### src/rtl/h20_pkg.sv
`timescale 1ns / 1ps
// ----------------------------------------------------------------------------
// h20_pkg
// Shared types, constants and the node table of the 20-node hexahedron
// shape function evaluator.
// ----------------------------------------------------------------------------
package h20_pkg;

    localparam int FRAC_BITS  = 14;
    localparam int NODE_COUNT = 20;
    localparam int SCALE      = 1 << FRAC_BITS;
    localparam int FW         = 20;     // signed factor width
    localparam int MW         = 18;     // factor magnitude width
    localparam int PW         = 4 * MW; // full product width

    localparam logic [4:0] LAST_NODE = 5'(NODE_COUNT - 1);

    // rounding shift selector
    localparam logic [2:0] K_CORNER_VAL = 3'd0; // 3F+3
    localparam logic [2:0] K_CORNER_DER = 3'd1; // 2F+3
    localparam logic [2:0] K_EDGE_VAL   = 3'd2; // 3F+2
    localparam logic [2:0] K_EDGE_AXIS  = 3'd3; // 2F+1
    localparam logic [2:0] K_EDGE_SIDE  = 3'd4; // 2F+2

    typedef struct packed {
        logic       valid;
        logic [4:0] node;
    } h20_tag_t;

    typedef struct packed {
        logic                   neg;
        logic [2:0]             kcode;
        logic [3:0][MW-1:0]     mag;
    } h20_lane_op_t;

    typedef logic signed [1:0] h20_pos_t;

    // node position per axis (xi, eta, zeta), each -1, 0 or 1
    function automatic logic [2:0][1:0] node_pos(input logic [4:0] n);
        logic [2:0][1:0] r;
        r = '0;
        case (n)
            5'd0:  r = {2'b11, 2'b11, 2'b11};
            5'd1:  r = {2'b11, 2'b11, 2'b01};
            5'd2:  r = {2'b11, 2'b01, 2'b01};
            5'd3:  r = {2'b11, 2'b01, 2'b11};
            5'd4:  r = {2'b01, 2'b11, 2'b11};
            5'd5:  r = {2'b01, 2'b11, 2'b01};
            5'd6:  r = {2'b01, 2'b01, 2'b01};
            5'd7:  r = {2'b01, 2'b01, 2'b11};
            5'd8:  r = {2'b11, 2'b11, 2'b00};
            5'd9:  r = {2'b11, 2'b00, 2'b01};
            5'd10: r = {2'b11, 2'b01, 2'b00};
            5'd11: r = {2'b11, 2'b00, 2'b11};
            5'd12: r = {2'b01, 2'b11, 2'b00};
            5'd13: r = {2'b01, 2'b00, 2'b01};
            5'd14: r = {2'b01, 2'b01, 2'b00};
            5'd15: r = {2'b01, 2'b00, 2'b11};
            5'd16: r = {2'b00, 2'b11, 2'b11};
            5'd17: r = {2'b00, 2'b11, 2'b01};
            5'd18: r = {2'b00, 2'b01, 2'b01};
            5'd19: r = {2'b00, 2'b01, 2'b11};
            default: r = '0;
        endcase
        return r;
    endfunction

endpackage

### src/rtl/h20_seq.sv
`timescale 1ns / 1ps
// ----------------------------------------------------------------------------
// h20_seq
// Holds the current point and steps through the twenty nodes, one per
// advancing cycle; takes the next point while the last node goes out.
// ----------------------------------------------------------------------------
module h20_seq
    import h20_pkg::*;
(
    input  logic              aclk,
    input  logic              aresetn,
    input  logic              en,
    input  logic              s_tvalid,
    output logic              s_tready,
    input  logic [2:0][15:0]  coord_in,
    output h20_tag_t          tag,
    output logic [2:0][15:0]  coord
);

    logic             busy_reg, busy_next;
    logic [4:0]       node_reg, node_next;
    logic [2:0][15:0] coord_reg;

    assign s_tready = en && (!busy_reg || node_reg == LAST_NODE);

    always_comb begin
        busy_next = busy_reg;
        node_next = node_reg;
        if (s_tvalid && s_tready) begin
            busy_next = 1'b1;
            node_next = '0;
        end else if (en && busy_reg) begin
            if (node_reg == LAST_NODE) begin
                busy_next = 1'b0;
            end else begin
                node_next = node_reg + 5'd1;
            end
        end
    end

    always_ff @(posedge aclk) begin
        if (!aresetn) begin
            busy_reg <= 1'b0;
            node_reg <= '0;
        end else begin
            busy_reg <= busy_next;
            node_reg <= node_next;
        end
    end

    always_ff @(posedge aclk) begin
        if (s_tvalid && s_tready) begin
            coord_reg <= coord_in;
        end
    end

    assign tag   = '{valid: busy_reg, node: node_reg};
    assign coord = coord_reg;

endmodule

### config.mk
export PLATFORM = sky130hd
export DESIGN_NAME = h20_seq
export DESIGN_NICKNAME = d
export VERILOG_FILES = /design/src/rtl/h20_pkg.sv /design/src/rtl/h20_seq.sv
export SDC_FILE = /design/constraint.sdc
export NUM_CORES = 1
export LEC_CHECK = 0
export BUFFER_PORTS_ARGS = -buffer_cell sky130_fd_sc_hd__clkbuf_2
export CAP_MARGIN = 25
export CORE_AREA = 8 8 76 78
export DETAILED_ROUTE_END_ITERATION = 8
export DIE_AREA = 0 0 84 86
export HOLD_SLACK_MARGIN = 0.15
export PLACE_DENSITY = 0.78
export SLEW_MARGIN = 20
export SYNTH_ARGS = -nofsm -noshare
export SYNTH_HDL_FRONTEND = slang
export SYNTH_SLANG_ARGS = --single-unit
### constraint.sdc
create_clock -name aclk -period 4.4 [get_ports aclk]
set_input_delay 0.44 -clock aclk [delete_from_list [all_inputs] [get_ports aclk]]
set_output_delay 0.44 -clock aclk [all_outputs]
set_load 0.005 [all_outputs]
# Word-level counts from Yosys, hierarchy flattened
# Index checks and enable logic that the tools add are counted.
[totals]
register_bits = 54
in_bits = 52
out_inout_bits = 55
[classes]
reduce_logical = 10
addsub = 1
n_mux = 3
bitwise_logic = 2
n_eq_ne = 1
[ops]
columns = ["operator", "count"]
rows = [
  ["adder 5 x 1 -> 5 bit, second input constant", 1],
  ["equality test 5 bit, second input constant", 1],
  ["AND reduction 2 bit", 2],
  ["nonzero test 2 bit", 2],
  ["logical AND 1 bit", 3],
  ["2-to-1 mux 1 bit", 3],
  ["NOT 1 bit", 2],
  ["OR reduction 2 bit", 1],
  ["logical NOT 1 bit", 1],
  ["logical OR 1 bit", 1],
]

# Longest topological paths before layout
[logic_depth]
ltp_word = 6
mapped_depth = 4

# Worst setup path after synthesis
# No wires, ideal clock.
[synth_timing]
path_type = "reg2reg"
start = "reg node_reg[0]"
end = "reg coord_reg, in the netlist coord[0] (enable)"
arrival_time_ns = 3.256
path_stages_with_launch = 4
setup_slack_ns = 0.672
required_time_ns = 3.927
setup_time_ns = 0.473
period_less_slack_ns = 3.728
path_cell_list = "dfxtp_1 -> ha_1 -> nand4bb_1 -> a21oi_1"
[synth_between]
elab_chain_cells = 4
[synth_lines]
columns = ["element", "line", "rtl"]
rows = [
  ["from (decl)", "h20_seq.sv:21", "logic [4:0] node_reg, node_next;"],
  ["from (signal assigned)", "h20_seq.sv:47", "node_reg <= node_next;"],
  ["equality test 5 bit", "h20_seq.sv:24", "assign s_tready = en && (!busy_reg || node_reg == LAST_NODE);"],
  ["logical OR 1 bit", "h20_seq.sv:24", ""],
  ["logical AND 1 bit", "h20_seq.sv:24", ""],
  ["logical AND 1 bit", "h20_seq.sv:52", "if (s_tvalid && s_tready) begin"],
  ["to (signal assigned)", "h20_seq.sv:53", "coord_reg <= coord_in;"],
  ["to (decl)", "h20_seq.sv:22", "logic [2:0][15:0] coord_reg;"],
]
# Every way passes these cells.
# A chain may end at the register's enable or synchronous reset.

# Final worst setup path
[layout_timing]
start = "reg node_reg[0]"
end = "reg coord_reg, in the netlist coord[36] (enable)"
# The elaborated chain is that of the path after synthesis.

==> out/qor.json <==
{
  "crit_fanout": 28,
  "synth-main-ff-cell": "sky130_fd_sc_hd__edfxtp_1",
  "syn-cell-area_um2": 1790,
  "ffs_latches_synth": 54,
  "insertion_delay_ns": 0.30,
  "setup.worst_path.start": "node_reg[0]$_SDFFE_PP0P_",
  "netlist_cell_types": 23,
  "fillCellCount": 383,
  "max_freq_mhz": 417,
  "total_detailed_routing_wirelength_um": 4450,
  "maxSlewViolCount": 0,
  "number_of_global_route_vias_before_repair": 1289,
  "detailedPlacementHpwl_um": 3670,
  "route.detailed.vias_per_inst": 4.89,
  "ios": 107,
  "required_worst_endpoint_ns": 4.37,
  "vdd_ir_drop_max_mv": 0.129,
  "hold_violations": 0,
  "mostFrequentLayoutCells": "sky130_fd_sc_hd__clkbuf_2 (106), sky130_fd_sc_hd__edfxtp_1 (48), sky130_fd_sc_hd__nand2_1 (6), sky130_fd_sc_hd__dfxtp_1 (6), sky130_fd_sc_hd__clkbuf_8 (5)",
  "routedWlPerCell_um": 17.3,
  "grt_start_max_net_pins": 29,
  "final_nets": 256,
  "cts_resized": 0,
  "tritoncts": "done",
  "drt_pass1_iterations": 4,
  "start_util_pct": 38.9,
  "post_cts_clock_slew_at_the_launch_and_capture_registers_of_the_worst_setup_and_hold_paths_ns": 0.09,
  "global_route_wire_length_before_repair_um": 6840,
  "post_cts.repair.setup_buffers": 0,
  "post_route_cells_drive_above_1_share_pct": 57.6,
  "multi_input_area_um2": 211,
  "fin_crit_sh_pct": 54.5,
  "cts_hold_buf": 0,
  "final-setup-viol-count": 0,
  "timing.critical_path.to_type": "register",
  "holdWs_ns": 0.313,
  "fp.dieH_um": 86,
  "dr.first_iter.drc_count": 56,
  "coreArea_um2": 4600,
  "post_route_drc_violation_count": 0,
  "setup_tns_ns": 0,
  "gr-total-overflow": 0,
  "core.rowCount": 25,
  "worst_max_slew_margin_expressed_relative_to_the_limit_pct": 54.8,
  "criticalPathCategory": "reg2reg",
  "critPathSlowestCell": "sky130_fd_sc_hd__a21oi_4",
  "start_kind": "register",
  "grt_setup_unrepaired": "no",
  "status": "complete, no violations",
  "hold_path.class": "in2reg",
  "final-seq-area_um2": 1560,
  "worstPathArrival_ns": 2.37,
  "synth.yosys.warnings": 0,
  "crit-reg2reg-launch": "node_reg[0]$_SDFFE_PP0P_",
  "vias": 1257,
  "ant_nets": 0,
  "htree_num_levels": 2,
  "worstMarginPinSlew_ns": 0.676,
  "max-clock-path-buffers": 2,
  "period_needed_ns": 2.40,
  "synth-edff-count": 48,
  "clock-root-buffer": "sky130_fd_sc_hd__clkbuf_8",
  "area.growth.synth_to_final_pct": 38.3,
  "layout_commonest_cell": "sky130_fd_sc_hd__clkbuf_2",
  "die_w_um": 84,
  "routabilityCongestion": 0.757,
  "fraction_of_the_yosys_area_taken_by_sequential_cells_pct": 87.3,
  "postSynthNetCount": 145,
  "clock_sinks": 54,
  "avgSynthCellArea_um2": 19.4,
  "drv.max_cap_violation_count": 0,
  "number_of_antenna_violations_at_the_first_check_in_global_routing": 0,
  "die_footprint_um2": 7220,
  "grt_util_all_layers_pct": 12.2,
  "worstPathCellList": "ha_1 > nand4bb_1 > a21oi_4 > buf_4",
  "delay_of_the_slowest_critical_path_stage_ns": 0.66,
  "hold_start": "coord_in[41]",
  "finClkSkew_ns": 0.00412,
  "flip_flop_count_of_the_largest_register_after_layout": 48,
  "power.density_cell_area_nw_per_um2": 367,
  "syn_inst": 92,
  "antenna-diode-count": 0,
  "power.leakage_nw": 1.05,
  "cts-buffers-inserted": 5,
  "async_reset_ff_share_pct": 0,
  "numPortBuffers": 106
}
where the power goes:
part	total (mW)	internal (mW)	switching, mW
registers	0.588	0.582	0.00681
logic	0.0627	0.0309	0.0318
clock network	0.256	0.109	0.147
total	0.907	0.721	0.186
synth_stat cells (all sizes together) (3+ instances only):
| library cell | count | share of area [%] |
|---|---|---|
| edfxtp | 48 | 81 |
| nand2 | 7 | 1.6 |
| dfxtp | 6 | 6.7 |
| o21ai | 5 | 1.4 |
| nand3 | 4 | 1.1 |
| a21oi | 3 | 0.84 |
| buf | 3 | 0.91 |
| inv | 3 | 0.63 |
| o22ai | 3 | 1.0 |
per-stage QoR:
step	util (%)	power, mW	worst slack (ns)	std cells	instance area (µm²)
after global routing	53.8	0.947	1.87	257	2470
after CTS	53.8	0.919	2.00	257	2470
after floorplan	-	0.618	0.672	92	1790
after global placement	52.0	0.662	2.11	250	2390
final	53.8	0.907	2.00	257	2470
after detailed placement	52.0	0.665	2.03	250	2390
final cells by class:
type,count,area share [%]
Sequential cell,54,63.1
Timing Repair Buffer,107,21.8
Multi-Input combinational cell,32,8.55
Clock buffer,5,2.78
Tap cell,54,2.73
Clock inverter,2,0.607
Inverter,3,0.455
cells by family after synthesis:
group	synth area share [%]
DFF	87.3
and+or+nand+nor	5.46
AOI/OAI and AO/OA	4.48
buffers and inverters	1.54
muxes	0.559
adders and majority gates	0.699
critical path: cells and delay by family, from the launching register on:
family	cells	cell delay (ns)
compound gates	1	0.66
buf+inv	1	0.44
flops	1	0.42
simple gates	1	0.29
fa+ha+maj	1	0.24
routing by layer:
layer | vias up | wire, µm | global-route usage, %
li1 | 572 | - | -
met1 | 589 | 1650 | 12.0
met2 | 90 | 2240 | 21.8
met3 | 6 | 502 | 6.26
met4 | 0 | 51 | 3.77
met5 | - | 0 | 0
worst paths after layout:
check             cells after the start                        to  slack (ns)
hold reg to reg                       2  node_reg[1]$_SDFFE_PP0P_        0.52
setup reg to reg                      4       coord[36]$_DFFE_PP_        2.00
hold / removal                        1       coord[41]$_DFFE_PP_        0.31
setup / recovery                      4       coord[36]$_DFFE_PP_        2.00
(Power assumes the default switching activity.)
